<file path="config.mk">
export PLATFORM = sky130hd
export DESIGN_NAME = lru_key_value_cache
export DESIGN_NICKNAME = d
export VERILOG_FILES = /design/src/rtl/core/lkvc_pkg.sv /design/src/rtl/core/lkvc_cell.sv /design/src/rtl/core/lru_key_value_cache.sv
export SDC_FILE = /design/constraint.sdc
export NUM_CORES = 1
export LEC_CHECK = 0
export BUFFER_PORTS_ARGS = -buffer_cell sky130_fd_sc_hd__buf_4
export CORE_ASPECT_RATIO = 1.1
export CORE_MARGIN = 1.5
export CORE_UTILIZATION = 58
export CTS_CLUSTER_DIAMETER = 60
export DETAILED_ROUTE_END_ITERATION = 12
export PLACE_DENSITY = 0.72
export SYNTH_ARGS = -nofsm -noshare
export SYNTH_HDL_FRONTEND = slang
export SYNTH_SLANG_ARGS = --single-unit
</file>
<file path="constraint.sdc">
create_clock -name clk -period 6.9 [get_ports clk]
set_clock_uncertainty 0.15 [all_clocks]
set_input_delay 1.035 -clock clk [delete_from_list [all_inputs] [get_ports clk]]
set_output_delay 1.035 -clock clk [all_outputs]
set_load 0.01 [all_outputs]
</file>
<file path="src/rtl/core/lkvc_pkg.sv">
// ----------------------------------------------------------------------------
// lkvc_pkg: shared types and constants for the LRU key-value cache
// Field widths, op codes and the structs that run along the cell chain.
// ----------------------------------------------------------------------------
`default_nettype none

package lkvc_pkg;

  localparam int ENTRIES_DEF = 16;
  localparam int KEY_W       = 32;
  localparam int VAL_W       = 32;
  localparam int CAP_W       = 5;
  localparam int CAP_RST     = 16;

  localparam logic             OP_GET     = 1'b0;
  localparam logic             OP_PUT     = 1'b1;
  localparam logic [VAL_W-1:0] MISS_VALUE = '1;

  // Broadcast from the controller to every cell
  typedef struct packed {
    logic             upd;       // apply the update this cycle
    logic             put;       // current item is a put
    logic             any_hit;   // some cell matched the key
    logic [CAP_W-1:0] capacity;
    logic [KEY_W-1:0] key;
  } cell_ctl_t;

  // Contents handed from one cell to the next older one
  typedef struct packed {
    logic             valid;
    logic [KEY_W-1:0] key;
    logic [VAL_W-1:0] value;
  } cell_data_t;

endpackage

`default_nettype wire

</file>
<file path="src/rtl/core/lkvc_cell.sv">
// ----------------------------------------------------------------------------
// lkvc_cell: one entry of the recency chain
// Holds a key/value pair. Cell 0 is the most recent entry; on update a cell
// takes the contents of its younger neighbor.
// ----------------------------------------------------------------------------
`default_nettype none

module lkvc_cell #(
  parameter int IDX = 0
) (
  input  wire                          clk,
  input  wire                          rst_n,
  input  wire lkvc_pkg::cell_ctl_t     ctl,
  input  wire lkvc_pkg::cell_data_t    prev_data,
  input  wire                          hit_ge_in,   // match in an older cell
  input  wire [lkvc_pkg::VAL_W-1:0]    rd_in,
  output lkvc_pkg::cell_data_t         data,
  output logic                         hit,
  output logic                         hit_ge_out,
  output logic [lkvc_pkg::VAL_W-1:0]   rd_out
);

  logic                        valid_r, valid_nxt;
  logic [lkvc_pkg::KEY_W-1:0]  key_r, key_nxt;
  logic [lkvc_pkg::VAL_W-1:0]  value_r, value_nxt;
  logic                        in_cap;
  logic                        shift;

  assign hit        = valid_r && (key_r == ctl.key);
  assign hit_ge_out = hit | hit_ge_in;
  assign rd_out     = rd_in | (hit ? value_r : '0);
  assign in_cap     = (IDX < int'(ctl.capacity));

  // hit: cells up to the matching one move down; miss put: whole used range moves
  assign shift = ctl.upd && (ctl.any_hit ? hit_ge_out : (ctl.put && in_cap));

  always_comb begin
    valid_nxt = valid_r;
    key_nxt   = key_r;
    value_nxt = value_r;
    if (shift) begin
      valid_nxt = prev_data.valid;
      key_nxt   = prev_data.key;
      value_nxt = prev_data.value;
    end
  end

  always_ff @(posedge clk) begin
    if (!rst_n) begin
      valid_r <= 1'b0;
    end else begin
      valid_r <= valid_nxt;
    end
  end

  always_ff @(posedge clk) begin
    key_r   <= key_nxt;
    value_r <= value_nxt;
  end

  assign data = '{valid: valid_r, key: key_r, value: value_r};

endmodule

`default_nettype wire

</file>
<file path="src/rtl/core/lru_key_value_cache.sv">
// ----------------------------------------------------------------------------
// lru_key_value_cache: fully associative key-value store, LRU replacement
// Entries sit in a chain of cells ordered from most to least recent.
// ----------------------------------------------------------------------------
// Usage:
//   Input beats (in_*) carry one get or put; in_tuser is the op.
//   Each beat yields exactly one result beat (out_*): out_tuser is the hit
//   flag, out_tdata the stored value on a get hit and all ones otherwise.
//   Timing: a beat is taken while idle; in the busy state, once the output
//   register is free, all cells compare its key and shift and the result
//   is registered; no beat is taken while busy. The rate is set by the
//   single compare-and-shift pass over the chain that each item depends on.
//   A finished result sits in an output register; the next beat may be taken
//   while it waits. If the receiver stalls, the following item holds in the
//   update cycle until the output register frees up.
//   cfg_data sets capacity (0 reads as 1, clamped to ENTRIES); it is taken
//   only while the store is empty and ignored otherwise. cfg_ready is high.
//   Reset (rst_n low, synchronous) empties the store and sets capacity to
//   16 (or ENTRIES if smaller).
// ----------------------------------------------------------------------------
`default_nettype none

module lru_key_value_cache #(
  parameter int ENTRIES = lkvc_pkg::ENTRIES_DEF
) (
  input  wire         clk,
  input  wire         rst_n,
  // input channel
  input  wire         in_tvalid,
  output logic        in_tready,
  input  wire  [63:0] in_tdata,    // [31:0] key, [63:32] value
  input  wire         in_tuser,    // [0] op
  // result channel
  output logic        out_tvalid,
  input  wire         out_tready,
  output logic [31:0] out_tdata,   // [31:0] read_value
  output logic        out_tuser,   // [0] hit
  // configuration
  input  wire         cfg_valid,
  output logic        cfg_ready,
  input  wire  [4:0]  cfg_data     // [4:0] capacity
);

  localparam int KW = lkvc_pkg::KEY_W;
  localparam int VW = lkvc_pkg::VAL_W;
  localparam int CW = lkvc_pkg::CAP_W;
  localparam int CAP_INIT = (ENTRIES < lkvc_pkg::CAP_RST) ? ENTRIES : lkvc_pkg::CAP_RST;

  typedef enum logic [1:0] {
    ST_IDLE = 2'b01,
    ST_BUSY = 2'b10
  } state_t;

  state_t            state_r, state_nxt;
  logic              op_r;
  logic [KW-1:0]     key_r;
  logic [VW-1:0]     value_r;
  logic [CW-1:0]     capacity_r, capacity_nxt;
  logic              out_valid_r, out_valid_nxt;
  logic              out_hit_r;
  logic [VW-1:0]     out_data_r;
  logic              upd;
  logic [CW-1:0]     cap_wr;

  lkvc_pkg::cell_ctl_t  ctl;
  lkvc_pkg::cell_data_t cell_data [ENTRIES];
  lkvc_pkg::cell_data_t prev_data [ENTRIES];
  lkvc_pkg::cell_data_t new_entry;
  logic                 hit_ge [ENTRIES+1];
  logic [VW-1:0]        rd     [ENTRIES+1];
  logic [ENTRIES-1:0]   hit_vec;
  logic [ENTRIES-1:0]   valid_vec;

  // ---------------- control ----------------
  assign in_tready = (state_r == ST_IDLE);
  assign upd       = (state_r == ST_BUSY) && (!out_valid_r || out_tready);

  always_comb begin
    state_nxt = state_r;
    case (state_r)
      ST_IDLE: if (in_tvalid) state_nxt = ST_BUSY;
      ST_BUSY: if (upd) state_nxt = ST_IDLE;
      default: state_nxt = ST_IDLE;
    endcase
  end

  always_comb begin
    out_valid_nxt = out_valid_r;
    if (out_tready) out_valid_nxt = 1'b0;
    if (upd) out_valid_nxt = 1'b1;
  end

  // capacity write, honored only while the store is empty
  always_comb begin
    cap_wr = (cfg_data == '0) ? CW'(1) : cfg_data;
    if (int'(cap_wr) > ENTRIES) cap_wr = CW'(ENTRIES);
    capacity_nxt = capacity_r;
    if (cfg_valid && !cell_data[0].valid) capacity_nxt = cap_wr;
  end
  assign cfg_ready = 1'b1;

  always_ff @(posedge clk) begin
    if (!rst_n) begin
      state_r     <= ST_IDLE;
      out_valid_r <= 1'b0;
      capacity_r  <= CW'(CAP_INIT);
    end else begin
      state_r     <= state_nxt;
      out_valid_r <= out_valid_nxt;
      capacity_r  <= capacity_nxt;
    end
  end

  always_ff @(posedge clk) begin
    if (in_tvalid && in_tready) begin
      op_r    <= in_tuser;
      key_r   <= in_tdata[KW-1:0];
      value_r <= in_tdata[KW+VW-1:KW];
    end
    if (upd) begin
      out_hit_r  <= hit_ge[0];
      out_data_r <= (op_r == lkvc_pkg::OP_PUT || !hit_ge[0]) ? lkvc_pkg::MISS_VALUE : rd[0];
    end
  end

  assign out_tvalid = out_valid_r;
  assign out_tuser  = out_hit_r;
  assign out_tdata  = out_data_r;

  // ---------------- cell chain ----------------
  assign ctl = '{
    upd:      upd,
    put:      (op_r == lkvc_pkg::OP_PUT),
    any_hit:  hit_ge[0],
    capacity: capacity_r,
    key:      key_r
  };

  // a get hit keeps the stored value as it moves to the front
  assign new_entry = '{
    valid: 1'b1,
    key:   key_r,
    value: (op_r == lkvc_pkg::OP_PUT) ? value_r : rd[0]
  };

  assign hit_ge[ENTRIES] = 1'b0;
  assign rd[ENTRIES]     = '0;

  for (genvar i = 0; i < ENTRIES; i++) begin : g_cell
    if (i == 0) begin : g_head
      assign prev_data[i] = new_entry;
    end else begin : g_body
      assign prev_data[i] = cell_data[i-1];
    end

    lkvc_cell #(
      .IDX (i)
    ) u_cell (
      .clk        (clk),
      .rst_n      (rst_n),
      .ctl        (ctl),
      .prev_data  (prev_data[i]),
      .hit_ge_in  (hit_ge[i+1]),
      .rd_in      (rd[i+1]),
      .data       (cell_data[i]),
      .hit        (hit_vec[i]),
      .hit_ge_out (hit_ge[i]),
      .rd_out     (rd[i])
    );

    assign valid_vec[i] = cell_data[i].valid;
  end

  // ---------------- assertions ----------------
  // a key is never held twice
  a_single_hit: assert property (@(posedge clk) disable iff (!rst_n)
    (state_r == ST_BUSY) |-> $onehot0(hit_vec))
    else $error("more than one cell matched the key");

  // valid entries form an unbroken run from the front of the chain
  a_valid_packed: assert property (@(posedge clk) disable iff (!rst_n)
    ((valid_vec >> 1) & ~valid_vec) == '0)
    else $error("hole in the valid run");

  // occupancy stays within capacity
  a_occ_cap: assert property (@(posedge clk) disable iff (!rst_n)
    $countones(valid_vec) <= int'(capacity_r))
    else $error("occupancy above capacity");

  // a new result only follows an update cycle
  a_out_src: assert property (@(posedge clk) disable iff (!rst_n)
    $rose(out_valid_r) |-> $past(upd))
    else $error("result without an update");

  // capacity only moves while the store is empty
  a_cap_empty: assert property (@(posedge clk) disable iff (!rst_n)
    (capacity_r != $past(capacity_r)) && $past(rst_n) |-> !$past(valid_vec[0]))
    else $error("capacity changed while entries held");

endmodule

`default_nettype wire

</file>
==> impl_metrics.ini <==
[status]
status = finished, final reports clean

[placement]
io_buffers = 109
place_hpwl_mm = 72.2
routabilityCongestion = 0.932
place_inst = 3687
dp_slack_ns = 1.63

[timing]
timing.hold.ws_ns = 0.293
slew_headroom_pct = 16.1
report.final.slew_viol_count = 0
setup_tns_ns = 0
layout_setup_ws_ns = 1.47
setup_violations = 0
worst_pin_slew_ns = 1.25
period_share_pct = 78.6
max_freq_mhz = 184
finalHoldViolCount = 0
period_minus_slack_ns = 5.43
rsz0062_at_grt = no

[critical_path]
critical_path_required_ns = 7.05
cpPeakStageDelay_ns = 0.89
cp_cell_sequence = buf_4 > xor2_1 > nor4_1 > and2_0 > and4_2 > nor3_2 > nand4_2 > nor3_1 > o31a_2 > buf_4
rr_startpoint = key_r[22]
path_max_fanout = 34
critPathLaunchType = register
reg2reg_slack_ns = 1.47
crit_type = reg -> reg
rr_worst_depth = 10
path_common_cell = buf_4
slowest_stage = edfxtp_1
reg2reg_to = g_cell[14].u_cell.value_r[1]
cp_data_arrival_time_ns = 5.58
endpoint_kind = register

[global_route]
grt_max_degree = 67
antenna_found_initial = 2
grt_pass1_wl_mm = 164
track_usage_pct = 28.7
grt_overflow_total = 0
grt_pass1_vias = 25260

[clock_tree]
cts_tree = done
hold_buffers = 0
clk_latency_ns = 0.67
cts_setup_buffers = 0
clockBufferDepth = 3
cts_made_buffers = 108
cts_resized = 0
clkTransAtPathRegs_ns = 0.07
h-tree-depth = 3
cts_root_buf = clkbuf_16
clock_sinks = 1146

[synthesis]
synth_fa_ha_area_share_pct = 0
synthFlopType = edfxtp_1
synth_top_area_share_pct = 74.6
muxShareOfSynthArea_pct = 0.310
avgSynthCellArea_um2 = 17.4
yosys_warnings = 0
netlist_area_mm2 = 0.0451
synth_cell_types = 72
yosysSeqAreaShare_pct = 75.7
synth-xor-area-share_pct = 9.74
syn-num-nets = 2674
yosys.area_share.simple_pct = 5.57
async_flop_share_pct = 0
ys_ff_latch = 1146
synth_edf_count = 1122
synth_top_area_cell = edfxtp_1
netlist_instances = 2599
synth_compound_area_share_pct = 6.21
synth.area.top_cells = edfxtp_1 75%, xor2_1 6.1%, xnor2_1 3.6%, a221oi_1 1.9%, a22o_1 1.9%
synth_top_family_by_area = XOR/XNOR gates

[finish]
layout_common_cells = 1122 x edfxtp_1, 315 x xor2_1, 187 x xnor2_1, 185 x buf_4, 110 x clkbuf_16
final_common_cell = edfxtp_1
area_growth_pct = 12.5
n_antenna_cell = 0
nNetsFinal = 2837
final_layout_size_suffix_gt1_share_pct = 13.9
stdcell_count = 3882

[flow_run]
max_cap_violations = 0

[min_path]
min_path_cells = 0
holdPathEnd = g_cell[10].u_cell.value_r[26]
min_path_type = reg -> reg
hp-start = g_cell[9].u_cell.value_r[26]

[power_and_ir_drop]
cellLeakagePower_nw = 16.5
power.density_mw_per_mm2 = 284
peakVddDrop_v = 0.000229

[drt]
wl_per_cell_um = 29.1
viasPerCell = 6.33
dr.pass1.iters = 8
num_vias = 24573
drtIter0Drc = 2946
drc = 0
ant_nets = 0
finalWirelength_mm = 113

[die]
die_y_um = 296
ioPinCount = 111
core_mm2 = 0.0772
die-area_mm2 = 0.0795
core.rowCount = 107
start_util_pct = 58.4
die_w_um = 269
[power breakdown]
group          internal, mW  switching (mW)  leakage (nW)
logic                 0.181           0.281          4.36
registers              7.64           0.100          10.4
clock network          3.63            2.58          1.79
[layer usage]
metal	share of wire, %	GRT usage, %	up-vias	wire, µm
li1	-	-	10421	-
met1	37	37.3	12257	41500
met2	48	46.6	1592	54300
met3	11	6.43	303	12000
met4	4.4	12.7	0	5020
met5	0	0	-	0
[worst max-delay path by stage]
stage | startpoint | endpoint | depth (start not counted)
final | key_r[22] | g_cell[14].u_cell.value_r[1] | 10
after global routing | key_r[12] | g_cell[14].u_cell.value_r[31] | 11
after detailed placement | key_r[29] | g_cell[14].u_cell.value_r[19] | 11
after CTS | key_r[12] | g_cell[14].u_cell.value_r[31] | 11
after floorplan | key_r[15] | g_cell[0].u_cell.key_r[0] | 9
after global placement | key_r[29] | g_cell[14].u_cell.value_r[15] | 11
[cells in the mapped netlist (3+ instances only)]
| cell type | n |
|---|---|
| a21boi_0 | 6 |
| a21boi_1 | 31 |
| a21oi_1 | 37 |
| a221oi_1 | 98 |
| a222oi_1 | 32 |
| a22o_1 | 96 |
| a31oi_1 | 3 |
| and2_1 | 5 |
| and3_1 | 35 |
| and4_1 | 7 |
| and4b_1 | 3 |
| buf_2 | 39 |
| buf_4 | 34 |
| buf_6 | 34 |
| clkbuf_1 | 25 |
| dfxtp_1 | 24 |
| edfxtp_1 | 1122 |
| inv_1 | 46 |
| mux2i_1 | 14 |
| nand2_1 | 43 |
| nand2b_1 | 40 |
| nand3_1 | 57 |
| nand4_1 | 51 |
| nor2_1 | 32 |
| nor2b_1 | 9 |
| nor3_1 | 21 |
| nor3_2 | 4 |
| nor3b_1 | 5 |
| nor4_1 | 77 |
| nor4_2 | 4 |
| nor4_4 | 3 |
| o21a_1 | 5 |
| o21ai_0 | 10 |
| xnor2_1 | 187 |
| xor2_1 | 315 |
[state kept, by name (all words and copies together), names as in the netlist]
register / cells
out_tdata: 32
out_tuser: 1
capacity_r: 5
g_cell.u_cell.key_r: 512
g_cell.u_cell.value_r: 512
state_r: 2
g_cell.u_cell.valid_r: 16
out_tvalid: 1
value_r: 32
op_r: 1
key_r: 32
[area by class of cell]
class / count / area, µm²
tap: 1035 / 1290
fill: 5194 / 26500
multi-input combinational: 1272 / 10000
inverter: 46 / 173
clock buffer: 124 / 2820
timing repair buffer: 188 / 1450
clock inverter: 71 / 850
sequential: 1146 / 34200
[stage by stage]
stage	util (%)	power, mW	cell area (µm²)
after detailed placement	61.0	8.35	47100
final	65.7	14.4	50800
after floorplan	-	8.15	45100
after global routing	65.7	14.7	50800
after CTS	65.7	14.4	50800
after global placement	61.0	8.34	47100
[worst max-delay path, delay by kind of cell, from the launching register on]
kind	cells	cell delay (ns)
DFF	1	0.89
and+or+nand+nor	6	1.93
AOI/OAI and AO/OA	1	0.86
xor gates and xnor gates	1	0.17
buffers and inverters	2	1.02
[cells by family after synthesis]
family | count (synthesis)
AOI/OAI and AO/OA | 340
xor gates and xnor gates | 502
buffers and inverters | 181
DFF | 1146
muxes | 14
other | 1
and+or+nand+nor | 415
No activity file was read; power rests on OpenSTA's default activity.
